--- src/rtl/line_position_pid_steering_macros.svh ---
// ----------------------------------------------------------------------------
// Assertion macros for the line position steering block
// Concurrent checks on clk with arst_n as the disable condition.
// ----------------------------------------------------------------------------
`ifndef LINE_POSITION_PID_STEERING_MACROS_SVH
`define LINE_POSITION_PID_STEERING_MACROS_SVH
`ifndef SYNTHESIS
`define LPPS_ASSERT(label, expr, msg) \
	label: assert property (@(posedge clk) disable iff (!arst_n) (expr)) else $error(msg);
`define LPPS_ASSERT_IMPL(label, ante, cons, msg) \
	label: assert property (@(posedge clk) disable iff (!arst_n) (ante) |-> (cons)) \
		else $error(msg);
`define LPPS_ASSERT_NEXT(label, ante, cons, msg) \
	label: assert property (@(posedge clk) disable iff (!arst_n) (ante) |=> (cons)) \
		else $error(msg);
`else
`define LPPS_ASSERT(label, expr, msg)
`define LPPS_ASSERT_IMPL(label, ante, cons, msg)
`define LPPS_ASSERT_NEXT(label, ante, cons, msg)
`endif
`endif

--- src/rtl/lpps_pkg.sv ---
// ----------------------------------------------------------------------------
// lpps_pkg
// Types, constants and a lookup function shared by the steering block.
// ----------------------------------------------------------------------------
`default_nettype none

package lpps_pkg;

	localparam int BAR_W = 6;
	localparam int SENSOR_COUNT = 6;
	localparam int USED_BITS = (SENSOR_COUNT < BAR_W) ? SENSOR_COUNT : BAR_W;
	localparam int HISTORY_DEPTH_DEF = 6;

	localparam int POS_W = 11;
	localparam int GAIN_W = 20;
	localparam int TGT_W = 10;
	localparam int SPEED_W = 8;
	localparam int DUTY_W = 9;
	localparam int CFG_IDX_W = 3;

	localparam int WEIGHT_STEP = 100;
	localparam int WSUM_W = 12;
	localparam int CNT_W = 3;
	localparam int RECIP_W = 19;
	localparam int RECIP_SHIFT = 18;
	localparam int FRAC_BITS = 12;

	localparam logic signed [POS_W-1:0] EDGE_LOW = 11'sd100;
	localparam logic signed [POS_W-1:0] EDGE_HIGH = 11'sd500;
	localparam logic signed [POS_W-1:0] POS_MAX = 11'sd600;
	localparam logic signed [POS_W-1:0] POS_LOST = -11'sd1;

	localparam logic [GAIN_W-1:0] GAIN_P_RST = 20'd1024;
	localparam logic [GAIN_W-1:0] GAIN_D_RST = 20'd34816;
	localparam logic [GAIN_W-1:0] GAIN_I_RST = 20'd4;
	localparam logic [TGT_W-1:0] TARGET_RST = 10'd350;
	localparam logic [SPEED_W-1:0] BASE_SPEED_RST = 8'd50;

	typedef enum logic [CFG_IDX_W-1:0] {
		REG_GAIN_P = 3'd0,
		REG_GAIN_D = 3'd1,
		REG_GAIN_I = 3'd2,
		REG_TARGET = 3'd3,
		REG_BASE_SPEED = 3'd4
	} cfg_reg_t;

	typedef struct packed {
		logic [BAR_W-1:0] front_bar;
		logic [BAR_W-1:0] back_bar;
		logic moving_forward;
	} sample_t;

	typedef struct packed {
		logic signed [POS_W-1:0] line_position;
		logic [DUTY_W-1:0] left_duty;
		logic [DUTY_W-1:0] right_duty;
		logic reverse_polarity;
	} steer_t;

	typedef struct packed {
		logic load;
		logic calc_pos;
		logic calc_div;
		logic calc_err;
		logic mul_p;
		logic mul_d;
		logic mul_i;
		logic finish;
	} cmd_t;

	// Rounded-up reciprocal of the set-bit count, scaled by two to the RECIP_SHIFT.
	function automatic logic [RECIP_W-1:0] recip_of(input logic [CNT_W-1:0] cnt);
		logic [RECIP_W-1:0] r;
		case (cnt)
			3'd1: r = 19'd262144;
			3'd2: r = 19'd131072;
			3'd3: r = 19'd87382;
			3'd4: r = 19'd65536;
			3'd5: r = 19'd52429;
			3'd6: r = 19'd43691;
			default: r = '0;
		endcase
		return r;
	endfunction

endpackage

`default_nettype wire

--- src/rtl/lpps_ctrl.sv ---
// ----------------------------------------------------------------------------
// lpps_ctrl
// Sequencer for one control tick and the result handshake.
// ----------------------------------------------------------------------------
`default_nettype none
`include "line_position_pid_steering_macros.svh"

module lpps_ctrl (
	input  logic clk,
	input  logic arst_n,
	input  logic sample_valid,
	output logic sample_stall,
	output logic steer_valid,
	input  logic steer_stall,
	output lpps_pkg::cmd_t cmd
);
	import lpps_pkg::*;

	typedef enum logic [7:0] {
		ST_IDLE = 8'b0000_0001,
		ST_POS  = 8'b0000_0010,
		ST_DIV  = 8'b0000_0100,
		ST_ERR  = 8'b0000_1000,
		ST_MP   = 8'b0001_0000,
		ST_MD   = 8'b0010_0000,
		ST_MI   = 8'b0100_0000,
		ST_FIN  = 8'b1000_0000
	} state_t;

	state_t state_q;
	state_t state_n;
	logic out_valid_q;
	logic accept;

	assign sample_stall = (state_q != ST_IDLE);
	assign accept = sample_valid && !sample_stall;
	assign steer_valid = out_valid_q;

	always_comb begin
		cmd = '0;
		cmd.load = accept;
		cmd.calc_pos = (state_q == ST_POS);
		cmd.calc_div = (state_q == ST_DIV);
		cmd.calc_err = (state_q == ST_ERR);
		cmd.mul_p = (state_q == ST_MP);
		cmd.mul_d = (state_q == ST_MD);
		cmd.mul_i = (state_q == ST_MI);
		cmd.finish = (state_q == ST_FIN) && (!out_valid_q || !steer_stall);
	end

	always_comb begin
		state_n = state_q;
		case (state_q)
			ST_IDLE: begin
				if (accept) begin
					state_n = ST_POS;
				end
			end
			ST_POS: state_n = ST_DIV;
			ST_DIV: state_n = ST_ERR;
			ST_ERR: state_n = ST_MP;
			ST_MP: state_n = ST_MD;
			ST_MD: state_n = ST_MI;
			ST_MI: state_n = ST_FIN;
			ST_FIN: begin
				if (cmd.finish) begin
					state_n = ST_IDLE;
				end
			end
			default: state_n = ST_IDLE;
		endcase
	end

	always_ff @(posedge clk or negedge arst_n) begin
		if (!arst_n) begin
			state_q <= ST_IDLE;
			out_valid_q <= 1'b0;
		end else begin
			state_q <= state_n;
			if (cmd.finish) begin
				out_valid_q <= 1'b1;
			end else if (!steer_stall) begin
				out_valid_q <= 1'b0;
			end
		end
	end

	`LPPS_ASSERT_NEXT(a_accept_starts, accept, state_q == ST_POS, "Accepted item did not start")
	`LPPS_ASSERT_NEXT(a_finish_shows, cmd.finish, out_valid_q && state_q == ST_IDLE, "Result not shown")
	`LPPS_ASSERT_NEXT(a_fin_holds, state_q == ST_FIN && out_valid_q && steer_stall, state_q == ST_FIN, "Result slot overrun")

endmodule

`default_nettype wire

--- src/rtl/lpps_datapath.sv ---
// ----------------------------------------------------------------------------
// lpps_datapath
// Position, error history and shared gain multiplier for the steering block.
// ----------------------------------------------------------------------------
`default_nettype none
`include "line_position_pid_steering_macros.svh"

module lpps_datapath #(
	parameter int HISTORY_DEPTH = lpps_pkg::HISTORY_DEPTH_DEF
) (
	input  logic clk,
	input  logic arst_n,
	input  lpps_pkg::cmd_t cmd,
	input  lpps_pkg::sample_t sample,
	input  logic cfg_we,
	input  logic [lpps_pkg::CFG_IDX_W-1:0] cfg_index,
	input  logic [lpps_pkg::GAIN_W-1:0] cfg_data,
	output lpps_pkg::steer_t steer
);
	import lpps_pkg::*;

	localparam int INTEG_W = POS_W + $clog2(HISTORY_DEPTH);
	localparam int OP_W = (INTEG_W > POS_W + 1) ? INTEG_W : POS_W + 1;
	localparam int PROD_W = OP_W + GAIN_W + 1;
	localparam int ACC_W = PROD_W + 2;

	logic [GAIN_W-1:0] gain_p_q;
	logic [GAIN_W-1:0] gain_d_q;
	logic [GAIN_W-1:0] gain_i_q;
	logic [TGT_W-1:0] target_q;
	logic [SPEED_W-1:0] base_q;

	logic [BAR_W-1:0] bar_q;
	logic fwd_q;
	logic [WSUM_W-1:0] wsum_q;
	logic [CNT_W-1:0] cnt_q;
	logic signed [POS_W-1:0] prev_pos_q;
	logic signed [POS_W-1:0] pos_q;
	logic signed [POS_W-1:0] err_q;
	logic signed [POS_W:0] deriv_q;
	logic signed [INTEG_W-1:0] integ_q;
	logic signed [INTEG_W-1:0] sum_q;
	logic signed [POS_W-1:0] hist_q [HISTORY_DEPTH];
	logic signed [ACC_W-1:0] acc_q;
	steer_t steer_q;

	logic [WSUM_W-1:0] wsum_n;
	logic [CNT_W-1:0] cnt_n;
	logic [WSUM_W+RECIP_W-1:0] div_prod;
	logic signed [POS_W-1:0] pos_n;
	logic signed [POS_W:0] err_full;
	logic signed [POS_W-1:0] err_n;
	logic signed [POS_W:0] deriv_n;
	logic signed [INTEG_W-1:0] sum_n;
	logic signed [OP_W-1:0] mul_a;
	logic [GAIN_W-1:0] mul_b;
	logic signed [PROD_W-1:0] product;
	logic signed [ACC_W-1:0] acc_rnd;
	logic signed [ACC_W-1:0] corr_full;
	logic signed [ACC_W-1:0] lim_w;
	logic signed [ACC_W-1:0] corr_cl;
	logic signed [SPEED_W+1:0] corr_c;
	logic signed [SPEED_W+1:0] base_x;
	logic signed [SPEED_W+1:0] duty_x;
	steer_t steer_n;

	always_comb begin
		wsum_n = '0;
		cnt_n = '0;
		for (int i = 0; i < USED_BITS; i++) begin
			if (bar_q[i]) begin
				wsum_n = wsum_n + WSUM_W'((i + 1) * WEIGHT_STEP);
				cnt_n = cnt_n + CNT_W'(1);
			end
		end
	end

	assign div_prod = (WSUM_W+RECIP_W)'(wsum_q) * (WSUM_W+RECIP_W)'(recip_of(cnt_q));

	always_comb begin
		if (cnt_q == '0) begin
			if (prev_pos_q <= EDGE_LOW) begin
				pos_n = '0;
			end else if (prev_pos_q >= EDGE_HIGH) begin
				pos_n = POS_MAX;
			end else begin
				pos_n = POS_LOST;
			end
		end else begin
			pos_n = signed'({1'b0, div_prod[RECIP_SHIFT +: POS_W-1]});
		end
	end

	assign err_full = (POS_W+1)'(pos_q) - signed'({2'b00, target_q});
	assign err_n = err_full[POS_W-1:0];
	assign deriv_n = (POS_W+1)'(err_n) - (POS_W+1)'(hist_q[0]);
	assign sum_n = sum_q + INTEG_W'(err_n) - INTEG_W'(hist_q[HISTORY_DEPTH-1]);

	always_comb begin
		mul_a = '0;
		mul_b = '0;
		if (cmd.mul_p) begin
			mul_a = OP_W'(err_q);
			mul_b = gain_p_q;
		end else if (cmd.mul_d) begin
			mul_a = OP_W'(deriv_q);
			mul_b = gain_d_q;
		end else if (cmd.mul_i) begin
			mul_a = OP_W'(integ_q);
			mul_b = gain_i_q;
		end
	end

	assign product = PROD_W'(mul_a) * PROD_W'(signed'({1'b0, mul_b}));

	// The sum of the products is scaled back with truncation toward zero.
	always_comb begin
		acc_rnd = acc_q;
		if (acc_q[ACC_W-1]) begin
			acc_rnd = acc_q + ACC_W'((1 << FRAC_BITS) - 1);
		end
		corr_full = acc_rnd >>> FRAC_BITS;
		lim_w = ACC_W'({1'b0, base_q});
		if (corr_full > lim_w) begin
			corr_cl = lim_w;
		end else if (corr_full < -lim_w) begin
			corr_cl = -lim_w;
		end else begin
			corr_cl = corr_full;
		end
		corr_c = corr_cl[SPEED_W+1:0];
		base_x = signed'({2'b00, base_q});
		steer_n.line_position = pos_q;
		steer_n.reverse_polarity = !fwd_q;
		if (corr_c < 0) begin
			duty_x = base_x + corr_c;
			steer_n.left_duty = base_x[DUTY_W-1:0];
			steer_n.right_duty = duty_x[DUTY_W-1:0];
		end else begin
			duty_x = base_x - corr_c;
			steer_n.left_duty = duty_x[DUTY_W-1:0];
			steer_n.right_duty = base_x[DUTY_W-1:0];
		end
	end

	always_ff @(posedge clk or negedge arst_n) begin
		if (!arst_n) begin
			gain_p_q <= GAIN_P_RST;
			gain_d_q <= GAIN_D_RST;
			gain_i_q <= GAIN_I_RST;
			target_q <= TARGET_RST;
			base_q <= BASE_SPEED_RST;
		end else if (cfg_we) begin
			case (cfg_index)
				REG_GAIN_P: gain_p_q <= cfg_data;
				REG_GAIN_D: gain_d_q <= cfg_data;
				REG_GAIN_I: gain_i_q <= cfg_data;
				REG_TARGET: target_q <= cfg_data[TGT_W-1:0];
				REG_BASE_SPEED: base_q <= cfg_data[SPEED_W-1:0];
				default: begin
				end
			endcase
		end
	end

	always_ff @(posedge clk or negedge arst_n) begin
		if (!arst_n) begin
			prev_pos_q <= '0;
			sum_q <= '0;
			for (int i = 0; i < HISTORY_DEPTH; i++) begin
				hist_q[i] <= '0;
			end
		end else begin
			if (cmd.calc_div) begin
				prev_pos_q <= pos_n;
			end
			if (cmd.calc_err) begin
				sum_q <= sum_n;
				hist_q[0] <= err_n;
				for (int i = 1; i < HISTORY_DEPTH; i++) begin
					hist_q[i] <= hist_q[i-1];
				end
			end
		end
	end

	always_ff @(posedge clk) begin
		if (cmd.load) begin
			bar_q <= sample.moving_forward ? sample.front_bar : sample.back_bar;
			fwd_q <= sample.moving_forward;
		end
		if (cmd.calc_pos) begin
			wsum_q <= wsum_n;
			cnt_q <= cnt_n;
		end
		if (cmd.calc_div) begin
			pos_q <= pos_n;
		end
		if (cmd.calc_err) begin
			err_q <= err_n;
			deriv_q <= deriv_n;
			integ_q <= sum_q;
		end
		if (cmd.mul_p) begin
			acc_q <= ACC_W'(product);
		end else if (cmd.mul_d || cmd.mul_i) begin
			acc_q <= acc_q + ACC_W'(product);
		end
		if (cmd.finish) begin
			steer_q <= steer_n;
		end
	end

	assign steer = steer_q;

	`LPPS_ASSERT_IMPL(a_duty_bound, cmd.finish,
		steer_n.left_duty <= {1'b0, base_q} && steer_n.right_duty <= {1'b0, base_q},
		"Duty above base speed")
	`LPPS_ASSERT_IMPL(a_one_side_base, cmd.finish,
		steer_n.left_duty == {1'b0, base_q} || steer_n.right_duty == {1'b0, base_q},
		"Both duties reduced")

endmodule

`default_nettype wire

--- src/rtl/line_position_pid_steering.sv ---
// ----------------------------------------------------------------------------
// line_position_pid_steering
// One result per sample: the line position from the selected sensor bar and
// left and right motor duties from a PID correction clamped to the base
// speed. An item passes through capturing the bar, the weighted sum and
// count, the reciprocal divide, the error and history shift, the P, D and
// I products on the single shared multiplier, and the load of the output
// register, which waits while an earlier result is still stalled. The
// result then waits in that register, and a new sample is taken while it
// waits. Configuration writes are taken in every cycle.
// ----------------------------------------------------------------------------
`default_nettype none

module line_position_pid_steering #(
	parameter int HISTORY_DEPTH = lpps_pkg::HISTORY_DEPTH_DEF
) (
	input  logic clk,
	input  logic arst_n,
	input  logic sample_valid,
	output logic sample_stall,
	input  lpps_pkg::sample_t sample,
	output logic steer_valid,
	input  logic steer_stall,
	output lpps_pkg::steer_t steer,
	input  logic cfg_valid,
	output logic cfg_ready,
	input  logic [lpps_pkg::CFG_IDX_W-1:0] cfg_index,
	input  logic [lpps_pkg::GAIN_W-1:0] cfg_data
);
	import lpps_pkg::*;

	cmd_t cmd;

	assign cfg_ready = 1'b1;

	lpps_ctrl u_ctrl (
		.clk(clk),
		.arst_n(arst_n),
		.sample_valid(sample_valid),
		.sample_stall(sample_stall),
		.steer_valid(steer_valid),
		.steer_stall(steer_stall),
		.cmd(cmd)
	);

	lpps_datapath #(
		.HISTORY_DEPTH(HISTORY_DEPTH)
	) u_datapath (
		.clk(clk),
		.arst_n(arst_n),
		.cmd(cmd),
		.sample(sample),
		.cfg_we(cfg_valid && cfg_ready),
		.cfg_index(cfg_index),
		.cfg_data(cfg_data),
		.steer(steer)
	);

endmodule

`default_nettype wire
--- config.mk ---
export PLATFORM = sky130hd
export DESIGN_NAME = line_position_pid_steering
export DESIGN_NICKNAME = d
export VERILOG_FILES = /design/src/rtl/lpps_pkg.sv /design/src/rtl/lpps_ctrl.sv /design/src/rtl/lpps_datapath.sv /design/src/rtl/line_position_pid_steering.sv
export VERILOG_INCLUDE_DIRS = /design/src /design/src/rtl
export SDC_FILE = /design/constraint.sdc
export NUM_CORES = 2
export LEC_CHECK = 0
export BUFFER_PORTS_ARGS = -buffer_cell sky130_fd_sc_hd__buf_2
export CORE_AREA = 2 2 222 224
export DETAILED_ROUTE_END_ITERATION = 10
export DIE_AREA = 0 0 224 226
export MAX_ROUTING_LAYER = met4
export PLACE_DENSITY = 0.84
export SETUP_SLACK_MARGIN = 0.5
export SYNTH_ARGS = -nofsm -noshare
export SYNTH_HDL_FRONTEND = slang
export SYNTH_SLANG_ARGS = --single-unit
--- constraint.sdc ---
create_clock -name clk -period 21.5 [get_ports clk]
set_clock_uncertainty 0.1 [all_clocks]
set_input_delay 0 -clock clk [delete_from_list [all_inputs] [get_ports clk]]
set_output_delay 0 -clock clk [all_outputs]
set_load 0.005 [all_outputs]
* Word-level counts from Yosys, hierarchy flattened
Cells that the tools add are included.
** Word-level totals
- Output and inout bits :: 33
- Register bits :: 315
- Word-level logic and storage cells :: 129
- Input port bits :: 41
** Operators by class
- Mux-type cells :: 34
- $lt $le $gt $ge :: 5
- Add/sub/neg operators :: 19
- Reduce and logical (&&, ||, !) cells :: 17
- Multipliers :: 2
- Equal/unequal tests :: 22
** Operators with widths (count)
- case mux 19 bit (6 select lines) :: 1
- 2-to-1 mux 37 bit :: 3
- case mux 8 bit (8 select lines) :: 1
- 2-to-1 mux 12 bit :: 5
- 2-to-1 mux 20 bit :: 3
- 2-to-1 mux 14 bit :: 3
- adder 37 x 13 -> 37 bit (second input constant) :: 1
- adder 37 x 35 -> 37 bit :: 1
- < comparator 25 x 37 -> 1 bit :: 1
- negation 8 -> 37 bit :: 1
- adder 12 x 9 -> 12 bit (second input constant) :: 3
- multiplier 14 x 21 -> 35 bit :: 1
- 2-to-1 mux 11 bit :: 3
- multiplier 12 x 19 -> 28 bit :: 1
- greater-than comparator 25 x 9 -> 1 bit :: 1
- 2-to-1 mux 10 bit :: 2
- 2-to-1 mux 17 bit :: 1
- 2-to-1 mux 8 bit :: 2
- 2-to-1 mux 3 bit :: 5
- adder 14 x 11 -> 14 bit :: 1
- subtractor 14 x 11 -> 14 bit :: 1
- adder 12 x 10 -> 12 bit (second input constant) :: 1
- adder 3 x 1 -> 3 bit (second input constant) :: 4
- == test 3 x 2 -> 1 bit (second input constant) :: 4
- other kinds (31) :: 49

* Longest topological paths before layout
- Word-level depth :: 11
- Gate-level depth with buffers :: 44
- Depth with buffers taken out :: 41

* Modules after synthesis
From an unflattened synthesis, not the netlist that was laid out.
** Second synthesis, totals
- Cells, all modules :: 3327
- Area, all modules :: 32434.9 sq um
** By module, submodules not included
- lpps_datapath :: cells each 3270, times used 1, area each 31918.1 sq um, sequential area each 8299.2 sq um
- lpps_ctrl :: cells each 55, times used 1, area each 505.5 sq um, sequential area each 226.5 sq um
- line_position_pid_steering :: cells each 2, times used 1, area each 11.3 sq um, sequential area each 0.0 sq um

* Worst setup path before layout
Ideal clock, no wire load.
- Path type :: reg2reg
- Start point :: register u_ctrl.state_q[1]
- End point :: register u_datapath.acc_q[35] (data pin)
- Setup time :: 0.260 ns
- Clock period less this slack :: 9.710 ns
- Arrival :: 9.350 ns
- Stages on the path, launching flop included :: 41
- Setup slack :: 11.790 ns
- Data required time :: 21.140 ns
- Path buffers :: 3
- Path through :: dfrtp_1 or4_1 nor3_1 nand3b_1 inv_1 buf_2 buf_2 a22oi_1 nand2_1 clkbuf_1 nand2_1 fa_1 fa_1 inv_1 fa_1 fa_1 fa_1 inv_1 [... 5 more ...] a211o_1 o211ai_1 nand4b_1 nor3_2 o21a_1 o21bai_1 xor2_1 ha_1 nand2_1 or4_1 o32a_1 a21oi_1 a211o_1 a21o_1 nand4_1 nand2_1 xor2_1 mux2_2
** On the way
- Longest elaborated chain between the ends :: 8
- Elaborated cells on any way between the ends :: 13
- Those cells by class :: add/sub: 1; mul: 1; eq/ne: 3; mux: 8
** RTL lines
- from (decl) :: line lpps_ctrl.sv:30 : state_t state_q;
- from (signal assigned) :: line lpps_ctrl.sv:79 : state_q <= state_n;
- == test 8 x 7 -> 1 bit :: line lpps_ctrl.sv:47 : cmd.mul_i = (state_q == ST_MI);
- 2-to-1 mux 14 bit or 2-to-1 mux 20 bit (tied branches) :: line lpps_datapath.sv:108 : end else if (cmd.mul_i) begin
- 2-to-1 mux 14 bit or 2-to-1 mux 20 bit (tied branches) :: line lpps_datapath.sv:105 : end else if (cmd.mul_d) begin
- 2-to-1 mux 14 bit or 2-to-1 mux 20 bit (tied branches) :: line lpps_datapath.sv:102 : if (cmd.mul_p) begin
- multiplier 14 x 21 -> 35 bit :: line lpps_datapath.sv:114 : assign product = PROD_W'(mul_a) * PROD_W'(signed'({1'b0, mul_b}));
- adder 37 x 35 -> 37 bit :: line lpps_datapath.sv:207 : acc_q <= acc_q + ACC_W'(product);
- 2-to-1 mux 37 bit :: line lpps_datapath.sv:206 : end else if (cmd.mul_d || cmd.mul_i) begin
- 2-to-1 mux 37 bit * :: line lpps_datapath.sv:204 : if (cmd.mul_p) begin
- to (signal assigned) :: line lpps_datapath.sv:205 : acc_q <= ACC_W'(product);
- to (signal assigned) :: line lpps_datapath.sv:207
- to (decl) :: line lpps_datapath.sv:44 : logic signed [ACC_W-1:0] acc_q;
Mark *: on every way between the ends. The rest lies on a longest branch, timed or not. The select of a mux whose other input is x is not followed.
A chain may end at the register's enable or synchronous reset.

* Worst setup path in the final report
Same ends and word-level chain as after synthesis.

==> key figures <==
Outcome
  – Status: finished, final reports clean

Yosys
  – Adder-cell share of the synthesized area: 33.4%
  – Synth Area in Compound Gates: 10.0%
  – Mapped Cells: 3345
  – Unique masters post-synth: 88
  – Synth Area in Simple Gates: 14.0%
  – Synth Register Bits: 313
  – Syn Area/Cell: 9.56 µm²
  – Cell Area, Synth: 32000 µm²
  – Post-synthesis sequential area ratio: 26.6%
  – EDFF count, synth: 135
  – FFs w/ async S/R, synth: 56.9%
  – Warnings, synthesis: 0
  – Mux contribution to synthesized area: 4.08%
  – Xor/xnor share of the synthesized area: 4.81%
  – Prevailing post-synth register cell: dfrtp_1
  – Syn nets: 4041
  – Largest family of logic cells by synthesized area: adder cells

Timing
  – Final TNS setup: 0 ns
  – Hold Fails Final Rpt: 0
  – Min cycle time layout: 11.83 ns
  – Hold slack: 0.00758 ns
  – RSZ-0062 raised after global routing: false
  – Setup violations, final: 0
  – Fmax: 0.0845 GHz
  – Tcrit/Tclk final: 55.0%
  – Slew headroom: 25.4%
  – Fin. max-slew vios: 0
  – Worst-margin pin slew: 1.11 ns

Critical path
  – Slowest CP cell: buf_4
  – CP max stage delay: 0.57 ns
  – Data arrival time of the worst path: 12.05 ns
  – CP startpoint: u_ctrl.state_q[1]
  – Reg2reg start: u_ctrl.state_q[1]
  – Crit path required time: 21.72 ns
  – Worst R2R Setup Slack: 9.67 ns
  – Crit path capture type: flop
  – CP most frequent cell: fa_1
  – Critical path type: flop to flop
  – Crit Path Max Fanout: 49
  – CP Launch Type: flop

Power and ir drop
  – Leakage: 16.8 nW
  – Power density cells: 86.3 nW/µm²
  – Maximum vdd drop: 0.0998 mV
  – Clk pwr share: 21.1%
  – Net switching power: 0.00122 W
  – Sequential share of power: 27.4%
  – P_int: 0.00177 W
  – Combinational power share: 51.5%
  – Switching share of power: 40.9%

Final layout
  – Layout cells sized above 1: 9.45%
  – Layout area overhead: 8.32%
  – Finished Core Util: 71.7%
  – Nets@finish: 4115
  – Footprint of the multi-input gates: 21300 µm²
  – Fill cell count: 3485
  – Sequential cell area: 8530 µm²

Detailed routing
  – Via-to-Cell Ratio: 6.04
  – DR WL/cell: 20.6 µm
  – Routed wire length: 83900 µm
  – ANT nets after route: 0
  – Drt drc: 0
  – Vias after detailed routing: 24576
  – First drt pass iteration count: 6
  – Initial DRC Count: 2037

Floorplan
  – Row count: 81
  – Die X: 224 µm
  – Die area: 50600 µm²
  – IO Count: 74
  – Die Y-Extent: 226 µm
  – Core Box Area: 48300 µm²
  – Initial Util: 66.2%

Clock network
  – CTS Buf Count: 37
  – Root Driver: clkbuf_16
  – Setup Fix Bufs, Post-CTS: 0
  – Clock slew at reported path FFs: 0.06 ns
  – TritonCTS clock tree: built
  – Clock tree buffer depth: 3
  – CTS sink count: 313
  – H-tree Lvls: 2
  – Clk_lat worst skew: 0.60 ns

Global route
  – GRT Util Overall: 35.1%
  – Global-route wire length before repair: 135000 µm
  – Largest net degree at the start of global routing: 98
  – Met1 Use GR: 44.2%
  – Gr busiest metal: met2
  – Overflow after GRT: 0
  – Vias in the first global route: 25668
  – Met2 Use GR: 59.3%
  – Global routing usage on met3: 4.06%
  – Initial antenna violation count: 1

Job
  – Max_cap viols: 0

Placed design
  – DP Wirelength: 63800 µm
  – Count of input and output buffers: 72
  – Final GP Congestion: 0.977

Min path
  – Worst Hold Class: input port to asynchronous set/reset pin
## critical path, delay by kind of cell (launching register included)
kind	cells	cell delay, ns
flip-flops	1	0.42
AND/OR/NAND/NOR	10	2.46
AO/OA/AOI/OAI	12	2.40
adder cells (fa/ha/maj)	8	3.87
multiplexers	1	0.26
buffers and inverters	7	1.73
XOR/XNOR	2	0.23
## metrics by stage
stage / setup WS (ns) / total power [W] / cells / area (µm²)
floorplan: 11.79 / 0.00196 / 3345 / 32000
global placement: 10.16 / 0.00223 / 3948 / 32900
detailed placement: 9.78 / 0.00232 / 3948 / 32900
CTS: 9.76 / 0.00298 / 4070 / 34700
global route: 9.06 / 0.00322 / 4071 / 34700
finish: 9.67 / 0.00299 / 4071 / 34700
## repair_timing
item,4_1_cts,5_1_grt
endpoints found under the hold margin,222,0
gates resized for setup,0,0
endpoints found under the setup margin,0,0
hold buffers,54,0
## power by group through the flow
stage	sequential, W	clock (W)	combinational [W]
after floorplan	0.000798	0	0.00116
after global placement	0.000821	0	0.00141
after detailed placement	0.000828	0	0.00149
after CTS	0.000818	0.000639	0.00153
after global routing	0.000829	0.000658	0.00174
final	0.000820	0.000631	0.00154
## logic make-up (layout without fill, tap and decap cells)
group / count (synthesis) / count (layout)
xor+xnor: 175 / 175
other cells: 1 / 2
flops: 313 / 313
compound gates: 499 / 499
buf+inv: 586 / 689
fa+ha+maj: 655 / 655
mux: 118 / 118
simple gates: 998 / 998
## worst paths after layout
path / end / cells past startpoint
worst min-delay path: u_datapath.hist_q[42] / 2
min in group clk: u_datapath.gain_i_q[12] / 3
max in group asynchronous: u_datapath.hist_q[7] / 3
worst max-delay path: u_datapath.acc_q[35] / 40
worst max register to register: u_datapath.acc_q[35] / 40
worst min register to register: u_datapath.hist_q[29] / 2
## final cells by class
cell class              instances  area share, %
repair buffers                152           3.18
diodes                          1        0.00722
multi-input cells            2446           61.4
clock inverters                19          0.524
flip-flops and latches        313           24.6
well taps                     622           2.25
inverters                     469           5.08
clock buffers                  49           2.97
## routing by layer
| layer | vias up | part of all wire, % |
|---|---|---|
| li1 | 11126 | - |
| met1 | 12370 | 41 |
| met2 | 896 | 50 |
| met3 | 184 | 5.8 |
| met4 | 0 | 3.7 |
| met5 | - | 0 |
## cell usage in the layout (no fill, tap or decap), types with 7 or more instances in the layout
cell type / Yosys / final
a211o_1: 8 / 8
a211oi_1: 11 / 11
a21o_1: 46 / 46
a21oi_1: 123 / 122
a222oi_1: 7 / 7
a22oi_1: 26 / 26
a31oi_1: 14 / 14
and2_1: 57 / 57
and3_1: 20 / 20
buf_2: 9 / 71
buf_4: 2 / 26
clkbuf_16: 0 / 37
clkinv_2: 0 / 9
dfrtp_1: 164 / 164
dfstp_2: 14 / 14
dlygate4sd3_1: 0 / 54
edfxtp_1: 135 / 135
fa_1: 332 / 332
ha_1: 323 / 323
inv_1: 468 / 467
mux2_2: 96 / 96
mux2i_1: 19 / 19
nand2_1: 466 / 466
nand2b_1: 26 / 26
nand3_1: 26 / 26
nand4_1: 21 / 21
nor2_1: 258 / 256
nor2b_1: 19 / 19
nor3_1: 32 / 31
o211ai_1: 12 / 12
o21a_1: 15 / 15
o21ai_0: 141 / 141
o21bai_1: 27 / 27
o22ai_1: 7 / 7
o31ai_1: 11 / 11
or2_2: 17 / 17
or3_1: 11 / 11
xnor2_1: 106 / 106
xor2_1: 68 / 68
## registers in the layout, summed over array words and instances (netlist names), 12 cells and up
name                 flops
u_datapath.hist_q       66
u_datapath.deriv_q      12
u_datapath.sum_q        14
u_datapath.integ_q      14
u_datapath.gain_p_q     20
u_datapath.steer        30
u_datapath.gain_i_q     20
u_datapath.gain_d_q     20
u_datapath.acc_q        37
## synth_stat cells, drive strengths merged (46+ instances only)
master	number	area (µm²)
edfxtp	135	4050
inv	468	1760
clkbuf	101	379
fa	332	6650
a21oi	126	642
dfrtp	164	4100
a21o	46	345
xnor2	106	928
nand2	466	1750
and2	61	382
o21ai	146	734
xor2	69	612
ha	323	4040
mux2	99	1110
nor2	259	980
Note: power is estimated with default switching activity, not from simulation.
